[src/hw/rtl/lal_pkg.sv]
package lal_pkg;

    typedef struct packed {
        logic [15:0] red;
        logic [15:0] green;
        logic [15:0] blue;
        logic        last_pixel;
    } pixel_t;

    typedef struct packed {
        logic [23:0] average_luminance;
        logic [22:0] pixel_total;
        logic        count_overflow;
    } result_t;

    // commands from controller to datapath
    typedef struct packed {
        logic load_pix;
        logic lum_step;
        logic log_init;
        logic log_step;
        logic accum;
        logic div_init;
        logic div_step;
        logic exp_init;
        logic exp_step;
        logic finish;
    } lal_cmd_t;

    // status from datapath to controller
    typedef struct packed {
        logic lum_done;
        logic iter_done;
        logic div_done;
        logic last_pix;
        logic out_busy;
    } lal_sts_t;

    localparam logic [15:0] COEF_R = 16'd13933;
    localparam logic [15:0] COEF_G = 16'd46871;
    localparam logic [15:0] COEF_B = 16'd4732;
    localparam int          ROOT_MAX = 24;
    localparam logic [31:0] Q30_ONE = 32'h4000_0000;

    typedef logic [31:0] root_tab_t [0:ROOT_MAX];

    function automatic logic [63:0] isqrt64(input logic [63:0] v);
        logic [63:0] res;
        logic [63:0] bit_v;
        logic [63:0] rem;
        res   = '0;
        bit_v = 64'h1 << 62;
        rem   = v;
        for (int j = 0; j < 32; j++)
        begin
            if (bit_v > rem)
                bit_v = bit_v >> 2;
        end
        for (int j = 0; j < 32; j++)
        begin
            if (bit_v != 0)
            begin
                if (rem >= res + bit_v)
                begin
                    rem = rem - (res + bit_v);
                    res = (res >> 1) + bit_v;
                end
                else
                begin
                    res = res >> 1;
                end
                bit_v = bit_v >> 2;
            end
        end
        return res;
    endfunction

    // 2^(2^-i) in Q2.30, each the integer root of the one before
    function automatic root_tab_t root_table();
        root_tab_t   tab;
        logic [63:0] root;
        root   = 64'd2 << 30;
        tab[0] = root[31:0];
        for (int i = 1; i <= ROOT_MAX; i++)
        begin
            root   = isqrt64(root << 30);
            tab[i] = root[31:0];
        end
        return tab;
    endfunction

endpackage

[src/hw/rtl/lal_ctrl.sv]
module lal_ctrl (
    input  logic              clk,
    input  logic              rst_n,
    input  logic              pixel_valid,
    output logic              pixel_stall,
    input  lal_pkg::lal_sts_t sts,
    output lal_pkg::lal_cmd_t cmd
);
    import lal_pkg::*;

    typedef enum logic [8:0] {
        S_IDLE = 9'b000000001,
        S_LUM  = 9'b000000010,
        S_LOGI = 9'b000000100,
        S_LOG  = 9'b000001000,
        S_ACC  = 9'b000010000,
        S_DIVI = 9'b000100000,
        S_DIV  = 9'b001000000,
        S_EXP  = 9'b010000000,
        S_FIN  = 9'b100000000
    } state_t;

    state_t state_reg;
    state_t state_next;

    assign pixel_stall = (state_reg != S_IDLE);

    always_comb
    begin
        state_next = state_reg;
        cmd        = '0;
        case (state_reg)
            S_IDLE:
            begin
                if (pixel_valid)
                begin
                    cmd.load_pix = 1'b1;
                    state_next   = S_LUM;
                end
            end
            S_LUM:
            begin
                cmd.lum_step = 1'b1;
                if (sts.lum_done)
                    state_next = S_LOGI;
            end
            S_LOGI:
            begin
                cmd.log_init = 1'b1;
                state_next   = S_LOG;
            end
            S_LOG:
            begin
                cmd.log_step = 1'b1;
                if (sts.iter_done)
                    state_next = S_ACC;
            end
            S_ACC:
            begin
                cmd.accum  = 1'b1;
                state_next = sts.last_pix ? S_DIVI : S_IDLE;
            end
            S_DIVI:
            begin
                cmd.div_init = 1'b1;
                state_next   = S_DIV;
            end
            S_DIV:
            begin
                cmd.div_step = 1'b1;
                if (sts.div_done)
                begin
                    state_next = S_EXP;
                end
            end
            S_EXP:
            begin
                // first cycle here only latches the exponent
                if (!sts.iter_done || !cmd.exp_step)
                    cmd.exp_step = 1'b1;
                if (sts.iter_done)
                    state_next = S_FIN;
            end
            S_FIN:
            begin
                if (!sts.out_busy)
                begin
                    cmd.finish = 1'b1;
                    state_next = S_IDLE;
                end
            end
            default:
            begin
                state_next = S_IDLE;
            end
        endcase
        if (state_reg == S_DIV && sts.div_done)
            cmd.exp_init = 1'b1;
    end

    always_ff @(posedge clk or negedge rst_n)
    begin
        if (!rst_n)
            state_reg <= S_IDLE;
        else
            state_reg <= state_next;
    end

endmodule

[config.mk]
export PLATFORM = sky130hd
export DESIGN_NAME = lal_ctrl
export DESIGN_NICKNAME = d
export VERILOG_FILES = /design/src/hw/rtl/lal_pkg.sv /design/src/hw/rtl/lal_ctrl.sv
export SDC_FILE = /design/constraint.sdc
export NUM_CORES = 1
export LEC_CHECK = 0
export BUFFER_PORTS_ARGS = -buffer_cell sky130_fd_sc_hd__buf_2
export CAP_MARGIN = 15
export CORE_UTILIZATION = 43
export CTS_CLUSTER_SIZE = 16
export DETAILED_ROUTE_END_ITERATION = 8
export GPL_TIMING_DRIVEN = 0
export PLACE_DENSITY = 0.77
export SLEW_MARGIN = 20
export SYNTH_ARGS = -nofsm -noshare
export SYNTH_HDL_FRONTEND = slang
export SYNTH_SLANG_ARGS = --single-unit
[constraint.sdc]
create_clock -name clk -period 3.7 [get_ports clk]
set_input_delay 0.74 -clock clk [delete_from_list [all_inputs] [get_ports clk]]
set_output_delay 0.74 -clock clk [all_outputs]
set_load 0.005 [all_outputs]
Word level (Yosys, flattened, before mapping) --
Cells that the tools add are included.
Word-level totals: bits in registers 9, memories kept 0, output and inout bits 11, latch bits 0, bits in writable memories 0, memory bits (read-only) 0
Cells by class: shift-type cells 0, add/subtract/negate cells 0, reduce and logical (&&, ||, !) cells 2, eq/ne operators 16, divide/modulo/power cells 0, multiplexer cells 20, multiply operators 0, bitwise logic cells 0, order comparisons 0
Operators by type and width (number):
- $pmux 9 s9 | 1
- $mux 9 | 6
- $mux 1 | 12
- $ne 2x2->1 const B | 6
- $eq 9x1->1 const B | 1
- $eq 9x2->1 const B | 1
- $eq 9x3->1 const B | 1
- $eq 9x4->1 const B | 1
- $eq 9x5->1 const B | 1
- $eq 9x6->1 const B | 1
- $eq 9x7->1 const B | 1
- $eq 9x8->1 const B | 1
- $eq 9x9->1 const B | 1
- $ne 9x1->1 const B | 1
- $mux 6 | 1
- $reduce_and 6->1 | 1
- $logic_and 1x1->1 | 1

Logic depth before layout (Yosys ltp) --
Gate-level depths: netlist of the first run.
depth in word-level cells 3, depth in mapped cells 6

Worst setup path after synthesis of the first run --
Ideal clock, no wire load.
path kind reg-to-output, start register state_reg[6], end output cmd[9] in the netlist's numbering, data required time 2960 ps, cell stages (with the launch flop) 7, buffers on the path 1, data arrival time 1264 ps, path slack 1696 ps, cell sequence dfrtp_1 > clkbuf_2 > nor4_4 > nand2_4 > nor2_1 > nand3_1 > nor2_1
RTL lines:
- start, declared | line lal_ctrl.sv:23 | state_t state_reg;
- start signal, assigned | line lal_ctrl.sv:106 | state_reg <= state_next;
- end, declared | line lal_ctrl.sv:7 | output lal_pkg::lal_cmd_t cmd

==> results summary, run 1 <==
After synthesis, the netlist uses 39 different library cells. The total area inside the core boundary comes to ~1500 um^2. Across every metal layer, demand over resource in global routing totals 17.5%. The longest clock path from root to sink contains 2 buffers.

Clock tree synthesis found a total of 9 sinks. The die footprint came out at about 1700 um^2. STA puts the critical path data arrival time at 1700 ps. The clock group share of total power came out at between 15 and 20%.

The synthesized net count is 84. The cell area after technology mapping came out at slightly below 700 um^2. The worst clock skew on the final layout came out at between 1 and 1.5 ps. The critical path starts at state_reg[6]$_DFFE_PN0P_.

The congestion estimate from routability-driven global placement came to just over 0.8. The per-cell routed wire length is 12.1 um. In this run, post-CTS hold repair placed 0 buffers. The maximum number of pins on one net before global-route repair is 11. The startpoint identified for the worst register-to-register timing path is state_reg[3]$_DFFE_PN0P_.

Subtracting the final worst setup slack from the clock period gives 2440 ps. The logic gate share of total power came out at between 50 and 60%. The count of cells along the worst register-to-register path came out at 4.

The internal portion of total power is ~0.28 mW. The number of nets in the layout is 107. Based on the critical path, the design can be clocked at up to approximately 410 MHz. In this run the static leakage power is roughly 0.44 nW. The width of the die is around 42 um. The final number of setup-violating endpoints came out at 0.

Summed over all layers, the routed wires come to 1.38 mm. The critical path in this run is classified as reg2out. The hold violation count in the final report is 0. Once the floorplan was initialized, standard cells occupied 45.8% of the core.

In the post-route analysis, the smallest setup slack over all paths is 1260 ps. The final critical path takes up roughly 66% of the cycle. For this run, the detailed router's first-pass iteration total came to 4. Once detail routing completed, the nets flagged for antenna violations numbered 0. The fraction of final layout cells with drive strength greater than 1 is 36.7%. The buffer cell driving the clock tree root is sky130_fd_sc_hd__clkbuf_4.

The end point of the critical path is cmd[9]. The number of top-level pins is 19. Setup total negative slack on the finished layout was measured at 0 ps. For the worst setup path, the data required time is roughly 3000 ps. The warning count from the yosys run came out at 0.

The mean cell area of the mapped netlist is around 9 um^2. By instance count, the cell type seen most on the critical path is sky130_fd_sc_hd__nor2_1. The worst-margin pin slew is approximately 440 ps. The wire-length estimate of the detail-placed layout is between 1 and 1.5 mm. The flip-flop count of the largest register after layout came out at 9. The pre-CTS setup slack came out at approximately 1500 ps.

From bottom edge to top edge, the die measures roughly 42 um. The buffers inserted during post-CTS setup optimization is 0. The number of antenna violations at the first check in global routing is 0. The switching power of the nets came out at ~0.21 mW.

In the routed design, unresolved DRC markers number 0. Net switching is 43.0% of the power. In the layout the commonest cells are 18 x sky130_fd_sc_hd__buf_2, 10 x sky130_fd_sc_hd__nor2_1, 8 x sky130_fd_sc_hd__dfrtp_1, 6 x sky130_fd_sc_hd__nor3_1, 5 x sky130_fd_sc_hd__inv_1. The repair_antennas step left the layout with diodes totalling 0.

The ratio of total power to cell area is approximately 600 nW/um^2. The sequential fraction of the synthesis area is around a third. The port buffer count is 18. The clock transition time at the flip-flop clock pins of the worst setup and hold paths is approximately 70 ps. The worst register-to-register path ends at state_reg[2]$_DFFE_PN0P_. The standard-cell row count is 14. The wire length of the first global-routing pass is approximately 2.3 mm. The relative area change from synthesis to final layout is 20.0%. The worst setup path is captured at an output pin.

The slack of the worst reg-to-reg path is between 2000 and 2500 ps. The detailed-route vias per instance came out at roughly 5.3. Counting the buffers created by CTS gives 3.

In this run the worst hold path is classified as in2async. The flow ran to the end, and the final reports show no timing, DRC or antenna violations. The minimum hold slack came out at 328 ps. The total via count after detailed routing came out at around 600. The library cell contributing the largest single delay on the critical path is sky130_fd_sc_hd__dfrtp_1.

For this run, the share of the core covered by cells in the final layout is between 50% and 60%. The starting DRC count in detailed routing came out at 11. For the worst-skew pair, the clock arrives at the later sink with an insertion delay of 260 ps.

Post-CTS repair changed the size of 0 cells. The worst pin sits at a relative slew slack of 70.8%. The type of origin of the critical path is a flop. The count of mapped cells out of synthesis came out at between 70 and 80. Setup repair after global routing left no endpoint under its margin.

The number of pins with negative max-slew slack in the final report is 0. Traced cell by cell, the critical path runs through clkbuf_2 -> nor4_4 -> nand2_4 -> nor2_1 -> nand3_1 -> nor2_1 -> buf_2. The number of global-route vias before repair is 544. The worst ir drop on vdd came out at 0.312 mV. The flop and latch count out of synthesis is 9. The CTS tree is done.

The max-cap check violation count is 0. The maximum net fanout on the critical path is 7. The register share of total power is approximately 30%. The H-tree depth came out at 1.

The commonest non-fill, non-tap cell in the layout is sky130_fd_sc_hd__buf_2. The residual overflow from global routing is 0. The largest stage delay on the critical path is roughly 360 ps.
## power groups by stage
stage          registers [mW]  logic, mW  clock network (mW)
6_report                0.146      0.266              0.0790
5_1_grt                 0.148      0.297              0.0848
4_1_cts                 0.146      0.266              0.0801
3_5_place_dp            0.148      0.265                   0
3_3_place_gp            0.147      0.261                   0
2_1_floorplan           0.143      0.206                   0
## Yosys cell counts
master | n | area, um^2
sky130_fd_sc_hd__nand2b_4 | 1 | 13.8
sky130_fd_sc_hd__dfstp_2 | 1 | 26.3
sky130_fd_sc_hd__nand3b_1 | 1 | 7.51
sky130_fd_sc_hd__buf_4 | 2 | 15.0
sky130_fd_sc_hd__nand3_2 | 1 | 10.0
sky130_fd_sc_hd__buf_6 | 1 | 11.3
sky130_fd_sc_hd__a21oi_1 | 1 | 5.00
sky130_fd_sc_hd__xor2_1 | 2 | 17.5
sky130_fd_sc_hd__nand2_4 | 1 | 11.3
sky130_fd_sc_hd__and2_1 | 2 | 12.5
sky130_fd_sc_hd__nand2b_1 | 2 | 12.5
sky130_fd_sc_hd__nand4_1 | 1 | 6.26
sky130_fd_sc_hd__nor2b_1 | 1 | 6.26
sky130_fd_sc_hd__dfrtp_1 | 8 | 200
sky130_fd_sc_hd__o21ai_0 | 2 | 10.0
sky130_fd_sc_hd__nor4_1 | 1 | 6.26
sky130_fd_sc_hd__a21boi_0 | 1 | 7.51
sky130_fd_sc_hd__nor4_4 | 1 | 21.3
sky130_fd_sc_hd__a211o_1 | 1 | 8.76
sky130_fd_sc_hd__and3_1 | 1 | 6.26
sky130_fd_sc_hd__nand3_1 | 4 | 20.0
sky130_fd_sc_hd__o22ai_2 | 1 | 12.5
sky130_fd_sc_hd__clkbuf_2 | 1 | 5.00
sky130_fd_sc_hd__a31oi_1 | 1 | 6.26
sky130_fd_sc_hd__nor2_1 | 10 | 37.5
sky130_fd_sc_hd__nor3_1 | 6 | 30.0
sky130_fd_sc_hd__nor4b_1 | 2 | 17.5
sky130_fd_sc_hd__xnor2_1 | 1 | 8.76
sky130_fd_sc_hd__inv_1 | 5 | 18.8
sky130_fd_sc_hd__a22oi_1 | 1 | 7.51
sky130_fd_sc_hd__or2b_2 | 1 | 8.76
sky130_fd_sc_hd__nand2_1 | 3 | 11.3
sky130_fd_sc_hd__a21o_1 | 2 | 15.0
sky130_fd_sc_hd__o311ai_2 | 1 | 16.3
sky130_fd_sc_hd__and3_2 | 1 | 7.51
sky130_fd_sc_hd__or3_1 | 1 | 6.26
sky130_fd_sc_hd__nor3_4 | 1 | 16.3
sky130_fd_sc_hd__a31o_1 | 1 | 8.76
sky130_fd_sc_hd__nor3b_2 | 1 | 12.5
## worst max-delay path: cells and delay by family, from the launching register on
family,cells,cell delay [ps]
buffers and inverters,2,290
AND/OR/NAND/NOR,5,790
flip-flops,1,360
## logic make-up (layout without fill, tap and decap cells)
family                 count (synthesis)  in the layout  synth area share, %
AO/OA/AOI/OAI                         12             12                 14.3
flip-flops                             9              9                 33.2
AND/OR/NAND/NOR                       43             43                 41.3
XOR/XNOR                               3              3                 3.85
buffers and inverters                  9             31                 7.34
## per-layer routing
metal / GRT usage, % / up-vias / part of all wire [%]
met2: 26.9 / 12 / 43
met3: 3.91 / 4 / 3.0
met4: 9.68 / 0 / 2.6
met5: 0 / - / 0
li1: - / 315 / -
met1: 22.6 / 270 / 51
## area by class of cell
| type | instances | area (um^2) |
|---|---|---|
| timing repair buffer | 18 | 90.1 |
| clock buffer | 4 | 26.3 |
| tap | 16 | 20.0 |
| multi-input combinational | 58 | 405 |
| sequential | 9 | 226 |
| fill | 136 | 671 |
| buffer | 4 | 31.3 |
| inverter | 5 | 18.8 |
## worst min-delay path by stage
| stage | cells after the start | endpoint | slack, ps |
|---|---|---|---|
| final | 1 | state_reg[5]$_DFFE_PN0P_ | 330 |
| after global routing | 1 | state_reg[2]$_DFFE_PN0P_ | 330 |
| after global placement | 2 | state_reg[1]$_DFFE_PN0P_ | 560 |
| after CTS | 1 | state_reg[2]$_DFFE_PN0P_ | 330 |
| after detailed placement | 2 | state_reg[1]$_DFFE_PN0P_ | 570 |
| after floorplan | 0 | state_reg[1]$_DFFE_PN0P_ | 440 |
## per-stage QoR
| step | cells | area [um^2] | total power [mW] |
|---|---|---|---|
| finish | 114 | 818 | 0.492 |
| global route | 114 | 818 | 0.530 |
| floorplan | 76 | 682 | 0.349 |
| detailed placement | 110 | 792 | 0.413 |
| global placement | 110 | 792 | 0.408 |
| CTS | 114 | 818 | 0.492 |
Power figures use the tool's default switching activity.
==> inputs of run 2 (changes only) <==
- PLACE_DENSITY: 0.77 -> 0.79
- clock period: 3.7 -> 2.2 ns (I/O delays scaled with it)
==> run 2 against run 1 <==
First-iteration DRC count is 64% higher. Utilization is 1.2 points higher. Register-to-register slack got worse by 1500 ps. Critical endpoint is now cmd[1].
==> results summary, run 2 (same netlist as run 1, synthesis figures left out) <==
The flow ran to the end, and the final reports show no timing, DRC or antenna violations. The remaining max-slew budget at the tightest pin came out at 75.8% (+5.0 points). The total via count after detailed routing is 626 (+4.2%). In this run the worst hold path is classified as in2async.

The number of antenna violations at the first check in global routing came out at 0 (unchanged). The number of clock sinks was 9 (unchanged). For this design, the slowest cell found on the critical path is sky130_fd_sc_hd__dfrtp_1.

The later-pin clock latency in the skew report came out at 260 ps (about the same). The total half-perimeter wirelength after legalization and detailed placement came out at 1.06 mm (-0.91%). The minimum hold slack is 15.5 ps (-313 ps).

The maximum number of pins on one net before global-route repair is 11 (unchanged). The reported leakage power came out at 0.450 nW (+1.9%). The number of search-and-repair iterations in the first detailed-routing pass is 4 (unchanged). The starting DRC count in detailed routing came out at 18 (+7).

The critical path in this run is classified as reg2out. The ratio of total power to cell area came out at 1010 nW/um^2 (+69%). The flip-flop count of the largest register after layout is 9 (unchanged). The data required time of the worst path is 1760 ps (-1200 ps). The hold violation count in the final report came out at 0 (unchanged). The type of origin of the critical path is a flop. The number of nets with antenna violations after detailed routing is 0 (unchanged). Leaving out fill and tap cells, the most frequent cells in the layout are 18 x sky130_fd_sc_hd__buf_2, 8 x sky130_fd_sc_hd__nor2_1, 8 x sky130_fd_sc_hd__dfrtp_1, 6 x sky130_fd_sc_hd__nor3_1, 5 x sky130_fd_sc_hd__inv_1.

The all-layer global routing usage is 17.9% (+0.46 points). The maximum frequency from static timing analysis came out at 479 MHz. The max-cap check violation count was 0 (unchanged). The residual overflow from global routing is 0 (unchanged). The kind of cell adding the most delay to the critical path is simple AND/OR/NAND/NOR gates. The wire length of the first global-routing pass came out at 2.39 mm (+3.9%). The slack of the worst reg-to-reg path came out at 630 ps (-1470 ps). The port buffer count came out at 18 (unchanged). The die footprint came out at 1750 um^2 (unchanged). The number of top-level pins came to 19 (unchanged).

The total of fill cells in the finished design came out at 140 (+2.9%). The per-cell routed wire length came to 12.2 um (+0.64%). The count of antenna diodes in the layout is 0 (unchanged). The worst clock skew on the final layout is 3.52 ps (+2.34 ps).

The global placer's final weighted congestion came out at 0.822 (+0.70%). The chip height is 41.8 um (unchanged). The worst ir drop on vdd is 0.567 mV (+81%). The buffer levels on the longest clock path is 2 (unchanged). Setup repair after global routing could not meet its margin everywhere.

The area growth from synthesis to layout is 22.6%. The count of cells along the worst register-to-register path was 5 (+1). The maximum net fanout on the critical path was 10 (+3). The final worst setup slack is 112 ps (-1150 ps). The worst path uses a little over nine tenths of the clock period. The largest stage delay on the critical path came out at 370 ps (about the same).

The fraction of final layout cells with drive strength greater than 1 came out at 40.4% (+3.7 points). The root buffer cell chosen for the clock tree is sky130_fd_sc_hd__clkbuf_4. The buffering stage count on the worst path with inverters included came out at 2 (unchanged). For the finished layout, the period the worst path requires is about 2100 ps. The pre-CTS setup slack came out at 342 ps (-1200 ps). Traced cell by cell, the critical path runs through buf_6 -> nor3_4 -> nand3_2 -> nor3b_2 -> buf_2. The detailed-route vias per instance is 5.44 (+3.3%). TritonCTS built the clock tree. The clock transition time at the flip-flop clock pins of the worst setup and hold paths was 70 ps (about the same). The post-detailed-routing wire length was 1.40 mm (+1.5%). The number of global-route vias before repair was 558 (+2.6%). The width of the die came out at 41.8 um (unchanged). The startpoint of the lowest-slack register-to-register path is state_reg[8]$_DFFE_PN0P_. The standard-cell row count came out at 14 (unchanged). The H-tree depth came to 1 (unchanged). The final number of setup-violating endpoints is 0 (unchanged).

The number of buffers added by the clock tree synthesis step came out at 3 (unchanged). STA classifies the critical path endpoint as an output pin. The capture instance of the worst register-to-register path is state_reg[2]$_DFFE_PN0P_. The number of nets in the layout was 108 (+0.93%). The effective utilization at floorplan came out at 45.8% (unchanged). The DRC violation count after routing is 0 (unchanged). The library cell used most frequently in the layout, excluding fill and tap cells, is sky130_fd_sc_hd__buf_2.

The area of the placeable core was 1490 um^2 (unchanged). The worst-margin pin slew came out at 358 ps (-79.0 ps). The endpoint arrival time on the critical path came out at 1650 ps (-50 ps).

The number of pins with negative max-slew slack in the final report came out at 0 (unchanged).
## run 2: worst max-delay path by stage
stage | start | cells after the start | to | slack (ps)
2_1_floorplan | state_reg[6]$_DFFE_PN0P_ | 6 | cmd[9] | 500
4_1_cts | state_reg[6]$_DFFE_PN0P_ | 7 | cmd[9] | 40
3_5_place_dp | state_reg[6]$_DFFE_PN0P_ | 7 | cmd[9] | 340
3_3_place_gp | state_reg[6]$_DFFE_PN0P_ | 7 | cmd[9] | 370
5_1_grt | state_reg[8]$_DFFE_PN0P_ | 5 | cmd[2] | -20
6_report | state_reg[8]$_DFFE_PN0P_ | 5 | cmd[1] | 110
## run 2: area by class of cell
| cell class | count | area [um^2] | share of cell area (%) |
|---|---|---|---|
| Buffer | 4 | 31.3 | 3.74 |
| Tap cell | 16 | 20.0 | 2.40 |
| Timing Repair Buffer | 19 | 97.6 | 11.7 |
| Sequential cell | 9 | 226 | 27.1 |
| Inverter | 5 | 18.8 | 2.25 |
| Multi-Input combinational cell | 58 | 415 | 49.7 |
| Clock buffer | 4 | 26.3 | 3.14 |
## run 2: timing repair
action / 4_1_cts / 5_1_grt
setup buffers: 0 / 1
gates resized for setup: 0 / 3
endpoints found under the setup margin: 0 / 4
hold buffers: 0 / 0
## run 2: power by group
group          internal, mW  total, mW  switching (mW)
Clock                0.0701      0.136          0.0655
Sequential            0.203      0.246          0.0429
Combinational         0.205      0.466           0.261
Total                 0.478      0.847           0.369
## run 2: stage by stage
| stage | area, um^2 | setup TNS [ps] | cells | util [%] | power, mW |
|---|---|---|---|---|---|
| after floorplan | 682 | 0 | 76 | - | 0.587 |
| after global placement | 792 | 0 | 110 | 53.2 | 0.685 |
| after detailed placement | 792 | 0 | 110 | 53.2 | 0.694 |
| after CTS | 818 | 0 | 114 | 55.0 | 0.831 |
| after global routing | 836 | -31.8 | 115 | 56.1 | 0.913 |
| final | 836 | 0 | 115 | 56.1 | 0.847 |
## run 2: routing by layer
metal  vias up  share of wire [%]  wire, um  track usage [%]
met5         -                  0         0                0
met4         0                1.2        17             7.74
met3         4                4.1        57             2.61
met2        20                 47       654             26.6
met1       283                 48       674             25.9
li1        319                  -         -                -
==> inputs of run 3 (changes only) <==
- CORE_ASPECT_RATIO: not set -> 0.9
- SKIP_LAST_GASP: not set -> 1
==> run 3 against run 2 <==
Via count fell by 1.9%. Clock skew fell by 2.7 ps. Final area shrank 0.45%. Routed wire length shrank 0.36%. Non-clock buffer count unchanged. Largest power group unchanged.
==> results summary, run 3 (same netlist as run 1, synthesis figures left out) <==
The flow ran to the end, and the final reports show no timing, DRC or antenna violations. The number of antenna violations at the first check in global routing came out at 0 (unchanged). The die footprint came out at 1750 um^2 (about the same).

STA classifies the critical path startpoint as a flop. The detailed-route vias per instance is 5.39 (-1.1%). The final number of setup-violating endpoints came out at 0 (unchanged). The port buffer count is 18 (unchanged). The area of the placeable core came out at 1460 um^2 (-1.7%). The number of nets with antenna violations after detailed routing is 0 (unchanged). The remaining max-slew budget at the tightest pin is 77.3% (+1.5 points).

The chip height came out at 39.8 um (-4.9%). The total via count after detailed routing is 614 (-1.9%). The area taken by flip-flops and latches is 226 um^2 (unchanged). The maximum frequency from static timing analysis came out at 475 MHz (-0.82%). The shortest period the worst path allows came out at 2110 ps (+17.2 ps). For this design, the slowest cell found on the critical path is sky130_fd_sc_hd__dfrtp_1. The starting DRC count in detailed routing came out at 21 (+3). The number of standard cells in the layout, taps in and fillers out came out at 114 (-0.87%). The buffer cell driving the clock tree root is sky130_fd_sc_hd__clkbuf_4. The largest stage delay on the critical path is 360 ps (about the same). The path type of the worst setup path is reg2out. The number of nets in the layout is 108 (unchanged). The flip-flop count of the largest register after layout came to 9 (unchanged).

The data required time of the worst path is 1760 ps (about the same). The library cells used most frequently in the layout, excluding fill and tap cells, are 18 x sky130_fd_sc_hd__buf_2, 9 x sky130_fd_sc_hd__nor2_1, 8 x sky130_fd_sc_hd__dfrtp_1, 5 x sky130_fd_sc_hd__nor3_1, 5 x sky130_fd_sc_hd__inv_1. The standard-cell row count came out at 13 (-1). TritonCTS built the clock tree.

The number of search-and-repair iterations in the first detailed-routing pass is 6 (+2). The global placer's final weighted congestion came out at 0.768 (-6.5%). The DRC violation count after routing came out at 0 (unchanged). Traced cell by cell, the critical path runs through buf_4 -> nor4_4 -> nand2_4 -> nor2_1 -> nand3_1 -> nor2_1 -> buf_2. The final critical-path share of the clock period is 95.7% (+0.78 points).

The post-detailed-routing wire length came to 1.40 mm (-0.36%). The clock transition time at the flip-flop clock pins of the worst setup and hold paths is 70 ps (about the same). The ratio of total power to cell area came out at 1030 nW/um^2 (+1.7%). The per-cell routed wire length came out at 12.3 um (+0.52%). The cell repeated most along the worst path is sky130_fd_sc_hd__nor2_1. The min-delay analysis places its worst path in the category in2async.

The reported leakage power came out at 0.448 nW (-0.41%). The residual overflow from global routing came out at 0 (unchanged). The endpoint arrival time on the critical path came to 1670 ps (+20 ps). The count of antenna diodes in the layout came to 0 (unchanged).

STA classifies the critical path endpoint as an output pin. The number of clock sinks is 9 (unchanged). The number of top-level pins is 19 (unchanged). The number of pins with negative max-slew slack in the final report is 0 (unchanged).

The width of the die was 44.0 um (+5.2%). The final instance area came out at 832 um^2 (-0.45%). The fraction of final layout cells with drive strength greater than 1 is 39.4% (-1.0 points).

The number of placed instances, taps included came out at 109 (-0.91%). The total of fill cells in the finished design is 132 (-5.7%). The total power came out at 0.858 mW (+1.3%). The H-tree depth is 1 (unchanged). The later-pin clock latency in the skew report came out at 260 ps (about the same). The commonest non-fill, non-tap cell in the layout is sky130_fd_sc_hd__buf_2. The effective utilization at floorplan is 46.6% (+0.78 points). The worst clock skew on the final layout is 0.787 ps (-2.73 ps). The placement-stage cell area is 791 um^2 (-0.16%).

The number of buffers added by the clock tree synthesis step came to 3 (unchanged). The hold violation count in the final report came out at 0 (unchanged). The worst-margin pin slew was 336 ps (-21.8 ps).

The all-layer global routing usage is 17.6% (-0.33 points). The buffer levels on the longest clock path was 2 (unchanged). The worst ir drop on vdd is 0.527 mV (-7.0%). The area growth from synthesis to layout is 22.0%. The maximum net fanout on the critical path is 7 (-3). The maximum number of pins on one net before global-route repair came to 11 (unchanged). The area of the multi-input gates came to 413 um^2 (-0.60%).

The share of the core filled with cells in the final layout is 56.8% (+0.70 points). Setup repair after global routing could not meet its margin everywhere. The total half-perimeter wirelength after legalization and detailed placement came out at 1.03 mm (-2.5%). The wire length of the first global-routing pass is 2.11 mm (-12%). The number of global-route vias before repair is 470 (-16%). The max-cap check violation count came out at 0 (unchanged). The post-cts hold buffer count came out at 0 (unchanged).
-- run 3: final cells by class --
type	instances	area share, %
Buffer	4	3.76
Clock buffer	4	3.16
Inverter	5	2.26
Multi-Input combinational cell	58	49.6
Sequential cell	9	27.2
Tap cell	15	2.26
Timing Repair Buffer	19	11.7
-- run 3: what timing repair did --
item                                    CTS  global route
endpoints found under the setup margin    0             4
buffers inserted                          0             1
resized for setup                         0             2
-- run 3: final timing paths --
path / from / endpoint / slack (ps) / cells past startpoint
hold reg to reg: state_reg[8]$_DFFE_PN0P_ / state_reg[2]$_DFFE_PN0P_ / 580 / 2
setup / recovery: state_reg[7]$_DFFE_PN0P_ / cmd[9] / 90 / 7
min in group clk: pixel_valid / state_reg[0]$_DFFE_PN1P_ / 380 / 2
setup reg to reg: state_reg[0]$_DFFE_PN1P_ / state_reg[2]$_DFFE_PN0P_ / 670 / 6
hold / removal: rst_n / state_reg[7]$_DFFE_PN0P_ / 20 / 1
max in group asynchronous: rst_n / state_reg[0]$_DFFE_PN1P_ / 1930 / 1
-- run 3: metal layers --
layer  wire (um)  track usage [%]
met1         656             23.7
met2         655             27.2
met3          61             2.76
met4          25             9.09
met5           0                0
-- run 3: worst max-delay path: cells and delay by family (launching register included) --
kind	cells	cell delay [ps]
buffers and inverters	2	270
AND/OR/NAND/NOR	5	770
flip-flops	1	360
-- run 3: per-stage QoR --
step                      setup WS [ps]  setup TNS [ps]  hold slack (ps)
after detailed placement            335               0              310
final                              94.9               0             18.4
after global routing              -22.2           -22.2             25.9
after floorplan                     496               0              144
after global placement              370               0              305
after CTS                          45.5               0             26.1
-- run 3: power breakdown --
group	total (mW)	leakage (nW)	switching, mW	internal [mW]
Combinational	0.477	0.312	0.260	0.217
Clock	0.134	0.0150	0.0639	0.0700
Sequential	0.247	0.121	0.0440	0.203
